<file path="config.mk">
export PLATFORM = sky130hd
export DESIGN_NAME = postfix_expression_evaluator_unit_flat
export DESIGN_NICKNAME = d
export VERILOG_FILES = /design/src/hdl/pee_pkg.sv /design/src/hdl/pee_stream_if.sv /design/src/hdl/pee_div.sv /design/src/hdl/pee_datapath.sv /design/src/hdl/pee_ctrl.sv /design/src/hdl/postfix_expression_evaluator_unit.sv /design/src/flat_wrapper.sv
export SDC_FILE = /design/constraint.sdc
export NUM_CORES = 2
export LEC_CHECK = 0
export ABC_AREA = 1
export BUFFER_PORTS_ARGS = -buffer_cell sky130_fd_sc_hd__buf_2
export CAP_MARGIN = 10
export CELL_PAD_IN_SITES_DETAIL_PLACEMENT = 1
export CELL_PAD_IN_SITES_GLOBAL_PLACEMENT = 1
export CORE_ASPECT_RATIO = 1.5
export CORE_MARGIN = 3
export CORE_UTILIZATION = 25
export CTS_CLUSTER_SIZE = 14
export DETAILED_ROUTE_END_ITERATION = 10
export PLACE_DENSITY_LB_ADDON = 0.1
export SYNTH_ARGS = -nofsm -noshare
export SYNTH_HDL_FRONTEND = slang
export SYNTH_HIERARCHICAL = 1
export SYNTH_SLANG_ARGS = --single-unit
</file>
<file path="constraint.sdc">
create_clock -name clock -period 15.35 [get_ports clock]
set_clock_uncertainty 0.15 [all_clocks]
set_input_delay 4.605 -clock clock [delete_from_list [all_inputs] [get_ports clock]]
set_output_delay 4.605 -clock clock [all_outputs]
set_load 0.01 [all_outputs]
</file>
<file path="src/hdl/pee_pkg.sv">
// Package for the postfix expression evaluator: widths, character codes,
// status and operator codes, and the controller/datapath command structs.
// No dependencies.
package pee_pkg;

   localparam int DATA_W          = 32;
   localparam int SYM_W           = 8;
   localparam int STATUS_W        = 3;
   localparam int STACK_DEPTH_DEF = 64;
   localparam int DIV_CNT_W       = $clog2(DATA_W);

   localparam logic [SYM_W-1:0] SYM_ZERO  = 8'h30;
   localparam logic [SYM_W-1:0] SYM_NINE  = 8'h39;
   localparam logic [SYM_W-1:0] SYM_PLUS  = 8'h2B;
   localparam logic [SYM_W-1:0] SYM_MINUS = 8'h2D;
   localparam logic [SYM_W-1:0] SYM_STAR  = 8'h2A;

   typedef enum logic [STATUS_W-1:0] {
      ST_OK      = 3'd0,
      ST_UNDER   = 3'd1,
      ST_OVER    = 3'd2,
      ST_DIVZERO = 3'd3,
      ST_EMPTY   = 3'd4
   } status_type;

   typedef enum logic [1:0] {
      OP_ADD = 2'd0,
      OP_SUB = 2'd1,
      OP_MUL = 2'd2,
      OP_DIV = 2'd3
   } op_type;

   typedef struct packed {
      logic       latch;
      logic       push;
      logic       set_err;
      status_type err_code;
      logic       alu;
      logic       div_start;
      logic       div_write;
      logic       emit;
   } cmd_type;

   typedef struct packed {
      logic   is_digit;
      op_type op;
      logic   full;
      logic   lt2;
      logic   err_set;
      logic   last;
      logic   right_zero;
      logic   div_done;
   } dp_status_type;

   function automatic logic is_digit(input logic [SYM_W-1:0] sym);
      return sym inside {[SYM_ZERO:SYM_NINE]};
   endfunction

   function automatic op_type decode_op(input logic [SYM_W-1:0] sym);
      op_type op;
      case (sym)
         SYM_PLUS:  op = OP_ADD;
         SYM_MINUS: op = OP_SUB;
         SYM_STAR:  op = OP_MUL;
         default:   op = OP_DIV;
      endcase
      return op;
   endfunction

endpackage

</file>
<file path="src/hdl/pee_stream_if.sv">
// Valid/ready channel interfaces for the evaluator: character beats in,
// result beats out. Depends on pee_pkg.
interface pee_req_if
   import pee_pkg::*;
();
   logic             valid;
   logic             ready;
   logic [SYM_W-1:0] symbol;
   logic             last;

   modport source (output valid, output symbol, output last, input ready);
   modport sink   (input valid, input symbol, input last, output ready);
endinterface

interface pee_rsp_if
   import pee_pkg::*;
();
   logic                       valid;
   logic                       ready;
   logic signed [DATA_W-1:0]   value;
   logic        [STATUS_W-1:0] status;

   modport source (output valid, output value, output status, input ready);
   modport sink   (input valid, input value, input status, output ready);
endinterface

</file>
<file path="src/hdl/pee_div.sv">
// Radix-2 restoring signed divider, one quotient bit per cycle, truncating
// toward zero. Depends on pee_pkg.
module pee_div
   import pee_pkg::*;
(
   input  logic              clock,
   input  logic              reset,
   input  logic              start,
   input  logic [DATA_W-1:0] num,
   input  logic [DATA_W-1:0] den,
   output logic              done,
   output logic [DATA_W-1:0] quotient
);

   logic                 busy_ff, busy_in;
   logic                 done_ff, done_in;
   logic [DIV_CNT_W-1:0] cnt_ff, cnt_in;
   logic [DATA_W-1:0]    rem_ff, rem_in;
   logic [DATA_W-1:0]    quo_ff, quo_in;
   logic [DATA_W-1:0]    den_ff, den_in;
   logic                 neg_ff, neg_in;
   logic [DATA_W:0]      trial;

   assign trial = {rem_ff, quo_ff[DATA_W-1]} - {1'b0, den_ff};

   always_comb begin
      busy_in = busy_ff;
      done_in = 1'b0;
      cnt_in  = cnt_ff;
      rem_in  = rem_ff;
      quo_in  = quo_ff;
      den_in  = den_ff;
      neg_in  = neg_ff;
      if (start) begin
         busy_in = 1'b1;
         cnt_in  = '0;
         rem_in  = '0;
         quo_in  = num[DATA_W-1] ? (DATA_W'(0) - num) : num;
         den_in  = den[DATA_W-1] ? (DATA_W'(0) - den) : den;
         neg_in  = num[DATA_W-1] ^ den[DATA_W-1];
      end else if (busy_ff) begin
         if (!trial[DATA_W]) begin
            rem_in = trial[DATA_W-1:0];
            quo_in = {quo_ff[DATA_W-2:0], 1'b1};
         end else begin
            rem_in = {rem_ff[DATA_W-2:0], quo_ff[DATA_W-1]};
            quo_in = {quo_ff[DATA_W-2:0], 1'b0};
         end
         cnt_in = cnt_ff + 1'b1;
         if (cnt_ff == DIV_CNT_W'(DATA_W - 1)) begin
            busy_in = 1'b0;
            done_in = 1'b1;
         end
      end
   end

   always_ff @(posedge clock) begin
      if (reset) begin
         busy_ff <= 1'b0;
         done_ff <= 1'b0;
      end else begin
         busy_ff <= busy_in;
         done_ff <= done_in;
      end
      cnt_ff <= cnt_in;
      rem_ff <= rem_in;
      quo_ff <= quo_in;
      den_ff <= den_in;
      neg_ff <= neg_in;
   end

   assign done     = done_ff;
   assign quotient = neg_ff ? (DATA_W'(0) - quo_ff) : quo_ff;

endmodule

</file>
<file path="src/hdl/pee_datapath.sv">
// Evaluator datapath: top-of-stack register, operand stack memory, ALU,
// divider and result register. Depends on pee_pkg and pee_div.
module pee_datapath
   import pee_pkg::*;
#(
   parameter int STACK_DEPTH = STACK_DEPTH_DEF
)(
   input  logic                       clock,
   input  logic                       reset,
   input  cmd_type                    cmd,
   output dp_status_type              st,
   input  logic [SYM_W-1:0]           req_symbol,
   input  logic                       req_last,
   output logic signed [DATA_W-1:0]   rsp_value,
   output logic        [STATUS_W-1:0] rsp_status
);

   localparam int AW = (STACK_DEPTH > 1) ? $clog2(STACK_DEPTH) : 1;
   localparam int CW = $clog2(STACK_DEPTH + 1);

   logic [DATA_W-1:0]   mem [STACK_DEPTH];
   logic [DATA_W-1:0]   rd_ff;
   logic [DATA_W-1:0]   tos_ff, tos_in;
   logic [CW-1:0]       count_ff, count_in;
   status_type          err_ff, err_in;
   logic [SYM_W-1:0]    sym_ff;
   logic                last_ff;
   logic [DATA_W-1:0]   value_ff, value_in;
   status_type          status_ff, status_in;
   logic [CW-1:0]       wr_count, rd_count;
   logic [AW-1:0]       wr_addr, rd_addr;
   logic [DATA_W-1:0]   alu_res;
   logic [DATA_W-1:0]   quotient;
   logic                div_done;
   logic [3:0]          digit;

   // tos_ff holds entry count-1; the memory holds the entries beneath it
   assign wr_count = count_ff - CW'(1);
   assign rd_count = count_ff - CW'(2);
   assign wr_addr  = wr_count[AW-1:0];
   assign rd_addr  = rd_count[AW-1:0];
   assign digit    = 4'(sym_ff - SYM_ZERO);

   always_ff @(posedge clock) begin
      if (cmd.push && count_ff != '0) begin
         mem[wr_addr] <= tos_ff;
      end
      rd_ff <= mem[rd_addr];
   end

   always_comb begin
      case (decode_op(sym_ff))
         OP_ADD:  alu_res = rd_ff + tos_ff;
         OP_SUB:  alu_res = rd_ff - tos_ff;
         OP_MUL:  alu_res = rd_ff * tos_ff;
         default: alu_res = rd_ff;
      endcase
   end

   pee_div u_div (
      .clock    (clock),
      .reset    (reset),
      .start    (cmd.div_start),
      .num      (rd_ff),
      .den      (tos_ff),
      .done     (div_done),
      .quotient (quotient)
   );

   always_comb begin
      tos_in    = tos_ff;
      count_in  = count_ff;
      err_in    = err_ff;
      value_in  = value_ff;
      status_in = status_ff;
      if (cmd.push) begin
         tos_in   = DATA_W'(digit);
         count_in = count_ff + CW'(1);
      end
      if (cmd.alu) begin
         tos_in   = alu_res;
         count_in = count_ff - CW'(1);
      end
      if (cmd.div_write) begin
         tos_in   = quotient;
         count_in = count_ff - CW'(1);
      end
      if (cmd.set_err) begin
         err_in = cmd.err_code;
      end
      if (cmd.emit) begin
         if (err_ff != ST_OK) begin
            value_in  = '0;
            status_in = err_ff;
         end else if (count_ff == '0) begin
            value_in  = '0;
            status_in = ST_EMPTY;
         end else begin
            value_in  = tos_ff;
            status_in = ST_OK;
         end
         count_in = '0;
         err_in   = ST_OK;
      end
   end

   always_ff @(posedge clock) begin
      if (reset) begin
         count_ff <= '0;
         err_ff   <= ST_OK;
      end else begin
         count_ff <= count_in;
         err_ff   <= err_in;
      end
      tos_ff    <= tos_in;
      value_ff  <= value_in;
      status_ff <= status_in;
      if (cmd.latch) begin
         sym_ff  <= req_symbol;
         last_ff <= req_last;
      end
   end

   always_comb begin
      st            = '0;
      st.is_digit   = is_digit(sym_ff);
      st.op         = decode_op(sym_ff);
      st.full       = (count_ff == CW'(STACK_DEPTH));
      st.lt2        = (count_ff < CW'(2));
      st.err_set    = (err_ff != ST_OK);
      st.last       = last_ff;
      st.right_zero = (tos_ff == '0);
      st.div_done   = div_done;
   end

   assign rsp_value  = value_ff;
   assign rsp_status = status_ff;

endmodule

</file>
<file path="src/hdl/pee_ctrl.sv">
// Evaluator controller: one-hot sequencer that issues datapath commands per
// character beat and owns both handshakes. Depends on pee_pkg.
module pee_ctrl
   import pee_pkg::*;
(
   input  logic          clock,
   input  logic          reset,
   input  logic          req_valid,
   output logic          req_ready,
   output logic          rsp_valid,
   input  logic          rsp_ready,
   input  dp_status_type st,
   output cmd_type       cmd
);

   typedef enum logic [4:0] {
      S_IDLE   = 5'b00001,
      S_DECODE = 5'b00010,
      S_EXEC   = 5'b00100,
      S_DIV    = 5'b01000,
      S_FIN    = 5'b10000
   } state_type;

   state_type state_ff, state_in;
   state_type next_after;
   logic      rsp_valid_ff, rsp_valid_in;

   // after a character: close the expression on its last beat
   assign next_after = st.last ? S_FIN : S_IDLE;

   always_comb begin
      cmd      = '0;
      state_in = state_ff;
      case (state_ff)
         S_IDLE: begin
            if (req_valid) begin
               cmd.latch = 1'b1;
               state_in  = S_DECODE;
            end
         end
         S_DECODE: begin
            if (st.err_set) begin
               state_in = next_after;
            end else if (st.is_digit) begin
               if (st.full) begin
                  cmd.set_err  = 1'b1;
                  cmd.err_code = ST_OVER;
               end else begin
                  cmd.push = 1'b1;
               end
               state_in = next_after;
            end else if (st.lt2) begin
               cmd.set_err  = 1'b1;
               cmd.err_code = ST_UNDER;
               state_in     = next_after;
            end else begin
               state_in = S_EXEC;
            end
         end
         S_EXEC: begin
            if (st.op == OP_DIV) begin
               if (st.right_zero) begin
                  cmd.set_err  = 1'b1;
                  cmd.err_code = ST_DIVZERO;
                  state_in     = next_after;
               end else begin
                  cmd.div_start = 1'b1;
                  state_in      = S_DIV;
               end
            end else begin
               cmd.alu  = 1'b1;
               state_in = next_after;
            end
         end
         S_DIV: begin
            if (st.div_done) begin
               cmd.div_write = 1'b1;
               state_in      = next_after;
            end
         end
         S_FIN: begin
            if (!rsp_valid_ff || rsp_ready) begin
               cmd.emit = 1'b1;
               state_in = S_IDLE;
            end
         end
         default: state_in = S_IDLE;
      endcase
   end

   always_comb begin
      rsp_valid_in = rsp_valid_ff;
      if (cmd.emit) begin
         rsp_valid_in = 1'b1;
      end else if (rsp_ready) begin
         rsp_valid_in = 1'b0;
      end
   end

   always_ff @(posedge clock) begin
      if (reset) begin
         state_ff     <= S_IDLE;
         rsp_valid_ff <= 1'b0;
      end else begin
         state_ff     <= state_in;
         rsp_valid_ff <= rsp_valid_in;
      end
   end

   assign req_ready = (state_ff == S_IDLE);
   assign rsp_valid = rsp_valid_ff;

`ifndef SYNTHESIS
   a_push_not_full: assert property (@(posedge clock) disable iff (reset)
      cmd.push |-> !st.full)
      else $error("push issued on a full stack");

   a_div_done_in_div: assert property (@(posedge clock) disable iff (reset)
      st.div_done |-> state_ff == S_DIV)
      else $error("divider finished outside the divide state");

   a_emit_slot_free: assert property (@(posedge clock) disable iff (reset)
      cmd.emit |-> (!rsp_valid_ff || rsp_ready))
      else $error("result overwrites an untaken beat");

   a_div_nonzero: assert property (@(posedge clock) disable iff (reset)
      cmd.div_start |-> !st.right_zero)
      else $error("divider started with zero divisor");
`endif

endmodule

</file>
<file path="src/hdl/postfix_expression_evaluator_unit.sv">
// Postfix expression evaluator, one character per req beat, one rsp beat per expression.
// Every beat is latched, then decoded; + - * also pass an execute state; other operators
// pass it too and then run the radix-2 divider, producing one quotient bit per cycle. A last beat adds a finish state.
// The result register frees req while a rsp beat waits to be taken.
// Synchronous active-high reset empties the stack and clears the error; no clearing pass.
module postfix_expression_evaluator_unit
   import pee_pkg::*;
#(
   parameter int STACK_DEPTH = STACK_DEPTH_DEF
)(
   input logic       clock,
   input logic       reset,
   pee_req_if.sink   req_chan,
   pee_rsp_if.source rsp_chan
);

   cmd_type       cmd;
   dp_status_type st;

   pee_ctrl u_ctrl (
      .clock     (clock),
      .reset     (reset),
      .req_valid (req_chan.valid),
      .req_ready (req_chan.ready),
      .rsp_valid (rsp_chan.valid),
      .rsp_ready (rsp_chan.ready),
      .st        (st),
      .cmd       (cmd)
   );

   pee_datapath #(
      .STACK_DEPTH (STACK_DEPTH)
   ) u_datapath (
      .clock      (clock),
      .reset      (reset),
      .cmd        (cmd),
      .st         (st),
      .req_symbol (req_chan.symbol),
      .req_last   (req_chan.last),
      .rsp_value  (rsp_chan.value),
      .rsp_status (rsp_chan.status)
   );

endmodule

</file>
<file path="src/flat_wrapper.sv">
// flat-port wrapper written by rule: the top's interface ports become plain ports
module postfix_expression_evaluator_unit_flat import pee_pkg::*;
#(
   parameter int STACK_DEPTH = STACK_DEPTH_DEF
)
  (clock, reset, req_chan_valid, req_chan_symbol, req_chan_last, req_chan_ready, rsp_chan_valid, rsp_chan_value, rsp_chan_status, rsp_chan_ready);
  pee_req_if req_chan_i ();
  pee_rsp_if rsp_chan_i ();
  input logic clock;
  input logic reset;
  input wire logic [$bits(req_chan_i.valid)-1:0] req_chan_valid;
  input wire logic [$bits(req_chan_i.symbol)-1:0] req_chan_symbol;
  input wire logic [$bits(req_chan_i.last)-1:0] req_chan_last;
  output wire logic [$bits(req_chan_i.ready)-1:0] req_chan_ready;
  output wire logic [$bits(rsp_chan_i.valid)-1:0] rsp_chan_valid;
  output wire logic [$bits(rsp_chan_i.value)-1:0] rsp_chan_value;
  output wire logic [$bits(rsp_chan_i.status)-1:0] rsp_chan_status;
  input wire logic [$bits(rsp_chan_i.ready)-1:0] rsp_chan_ready;
  assign req_chan_i.valid = req_chan_valid;
  assign req_chan_i.symbol = req_chan_symbol;
  assign req_chan_i.last = req_chan_last;
  assign req_chan_ready = req_chan_i.ready;
  assign rsp_chan_valid = rsp_chan_i.valid;
  assign rsp_chan_value = rsp_chan_i.value;
  assign rsp_chan_status = rsp_chan_i.status;
  assign rsp_chan_i.ready = rsp_chan_ready;
  postfix_expression_evaluator_unit #(.STACK_DEPTH(STACK_DEPTH)) u_core (.clock(clock), .reset(reset), .req_chan(req_chan_i), .rsp_chan(rsp_chan_i));
endmodule
</file>
==> impl_metrics.tcl <==
set metrics [dict create \
    outcome "finished, final reports clean" \
    grt_use_total_pct 20.3 \
    grt-ovfl-total 0 \
    cts_buffers 244 \
    dpl.hpwl_mm 290 \
    syn_inst 10700 \
    peakVddDrop_mv 0.0974 \
    insertion_delay_ps 980 \
    die_y_um 831 \
    synth_top_family_by_area "simple AND/OR/NAND/NOR gates" \
    worstPathArrival_ps 9380 \
    grt_pass1_wl_mm 676 \
    synth-xor-area-share_pct 1.26 \
    syn_to_final_growth_pct 13.9 \
    clock_sinks 2276 \
    crit_type "reg -> reg" \
    avgRoutedWirePerCell_um 28.6 \
    fill_cells 50000 \
    worstPathMaxFanout 54 \
    vias 82100 \
    synth_area_leader_cell "edfxtp_1" \
    cts.clk_slew.worst_paths_ps 60 \
    cpMaxStageDelayCell "edfxtp_1" \
    ys_top_cells_by_area "edfxtp_1, fa_1, o21ai_0" \
    grt_max_degree 153 \
    drt_pre_antenna_iters 7 \
    min_path_cells 2 \
    synth.avg_cell_area_um2 10.6 \
    cts_hold_buf 0 \
    drv_cap 0 \
    synthAdderAreaFrac_pct 9.42 \
    ys.flop_type "edfxtp_1" \
    synth_cell_types 59 \
    yosys_warnings 6 \
    fin_cells 16800 \
    synth_top_cell_area_share_pct 57.9 \
    drv_slew 0 \
    dp.cells 16300 \
    netlist_area_um2 114000 \
    nets 11300 \
    port_buffers 49 \
    synth-seq-area-share_pct 59.4 \
    synth-seq-cells 2276 \
    total_leakage_power_nw 50.5 \
    rsz0062_at_grt "no" \
    io-pin-count 50 \
    final-hold-violation-count 0 \
    powerDensity_nw_per_um2 104 \
    drc 0 \
    grt_antenna_before_repair 27 \
    reg2reg_depth 25 \
    reg2reg_slack_ps 6520 \
    hold_ws_ps 324 \
    setup_viol 0 \
    slew-limit-headroom_pct 16.1 \
    cpMostUsedCell "fa_1" \
    synth-edff-count 2189 \
    htreeDepth 4 \
    finalSetupTns_ps 0 \
    yosys-mux-area-fraction_pct 0 \
    synth-simple-area-share_pct 12.1 \
    coreArea_um2 452000 \
    synth_fp_nets 11300 \
    clockBufferDepth 4 \
    required_ps 15900 \
    cts_setup_buffers 0 \
    max_freq_mhz 113 \
    gp_congestion 0.822 \
    fp-row-count 302 \
    worst_pin_slew_ps 1250 \
    avgViaCountPerCell 4.90 \
    hold_path_class "reg -> reg" \
    worst_setup_path_end_kind "flip-flop" \
    cts_root_buffer "clkbuf_16" \
    cts_tree "yes" \
    wirelength_mm 480 \
    initial_core_util_pct 25.1 \
    final_antenna_net_count 0 \
    layout-drive-gt1-share_pct 7.66 \
    die_w_um 556 \
    synth_compound_area_share_pct 11.4 \
    post_cts_resized 0 \
    postSynth.asyncResetShare_pct 0 \
    slowest_delay_ps 1040 \
    period_minus_slack_ps 8830 \
    grt_pass1_vias 88600 \
    start_kind "flip-flop" \
    design.die.area_um2 462000 \
    drtIter0Drc 5442 \
    timing.final.crit_share_pct 57.5 \
]
-- area by class of cell --
type | count | area [um^2] | share of cell area, %
sequential | 2276 | 67500 | 52.2
multi-input combinational | 6606 | 39600 | 30.6
tap | 5928 | 7420 | 5.74
clock buffer | 298 | 6420 | 4.97
inverter | 1189 | 4490 | 3.47
timing repair buffer | 321 | 2450 | 1.90
clock inverter | 144 | 1410 | 1.09
antenna | 9 | 22.5 | 0.0174
-- cells by family (layout without fill, tap and decap cells) --
| kind of cell | after synthesis | after routing |
|---|---|---|
| fa+ha+maj | 609 | 609 |
| xor+xnor | 163 | 163 |
| simple gates | 3477 | 3477 |
| other cells | 1 | 10 |
| buf+inv | 1809 | 1952 |
| compound gates | 2356 | 2356 |
| flops | 2276 | 2276 |
-- per-layer routing --
layer  part of all wire, %  vias to the layer above  GRT usage (%)
met3                   2.7                      551           1.60
met5                0.0073                        -              0
met2                    54                     1380           39.2
met1                    39                    43700           23.4
li1                      -                    36400              -
met4                   3.7                        6           6.76
-- synthesized netlist by cell type (16+ instances only) --
cell,n
nand4_1,37
o32ai_1,28
clkbuf_1,410
edfxtp_1,2189
nor2_1,1684
o22ai_1,623
fa_1,410
inv_1,1181
dfxtp_1,87
ha_1,199
buf_2,143
buf_1,25
xor2_1,115
or2_2,18
o211ai_1,16
nand2_1,1404
nand3_1,222
o21ai_0,1383
nor3_1,48
o21ai_1,84
a31oi_1,19
a21oi_1,125
o221ai_1,27
buf_4,31
xnor2_1,48
-- sequential cells by signal, indices dropped and copies added (netlist names), 5 cells and up --
name and cells:
u_core/u_ctrl/state_ff 5, u_core/u_datapath/tos_ff 32, u_core/u_datapath/u_div/cnt_ff 5, u_core/u_datapath/u_div/rem_ff 32, u_core/u_datapath/rd_ff 32, u_core/u_datapath/mem 2048, u_core/u_datapath/rsp_value 32, u_core/u_datapath/u_div/quo_ff 32
u_core/u_datapath/u_div/den_ff 32, u_core/u_datapath/count_ff 7, u_core/u_datapath/sym_ff 8
-- path summary, 6_finish.rpt --
check / start / end
max: u_core/u_datapath/tos_ff[11]$_DFFE_PP_ / u_core/u_datapath/tos_ff[31]$_DFFE_PP_
min: u_core/u_datapath/u_div/rem_ff[10]$_SDFFE_PP0P_ / u_core/u_datapath/u_div/rem_ff[10]$_SDFFE_PP0P_
max reg2reg: u_core/u_datapath/tos_ff[11]$_DFFE_PP_ / u_core/u_datapath/tos_ff[31]$_DFFE_PP_
min reg2reg: u_core/u_datapath/u_div/rem_ff[10]$_SDFFE_PP0P_ / u_core/u_datapath/u_div/rem_ff[10]$_SDFFE_PP0P_
-- layout by cell type, fill, tap and decap left out, drive strengths merged, types with 25 or more instances in the layout --
master  instances
a21oi         125
buf           321
bufinv         25
clkbuf        298
clkinv        104
dfxtp          87
edfxtp       2189
fa            410
ha            199
inv          1193
nand2        1409
nand3         226
nand4          37
nor2         1691
nor3           54
o21ai        1468
o221ai         27
o22ai         623
o32ai          28
xnor2          48
xor2          115
-- metrics by stage --
stage	instance area [um^2]	worst slack (ps)	total power [mW]	utilization (%)
CTS	129000	6450	13.7	28.6
global placement	121000	6520	7.68	26.9
finish	129000	6520	13.5	28.6
detailed placement	121000	6490	7.68	26.9
floorplan	114000	7580	7.42	-
global route	129000	6060	14.0	28.6
-- critical path, delay by kind of cell (launching register included) --
family,cells,cell delay (ps)
simple gates,10,1420
fa+ha+maj,9,4280
compound gates,1,300
buf+inv,5,1350
flops,1,1040
-- power breakdown --
| part | switching, mW | total, mW | internal (mW) |
|---|---|---|---|
| combinational | 0.510 | 0.806 | 0.296 |
| sequential | 0.00706 | 6.72 | 6.71 |
| clock | 2.61 | 5.98 | 3.38 |
Note: power is estimated with default switching activity, not from simulation.
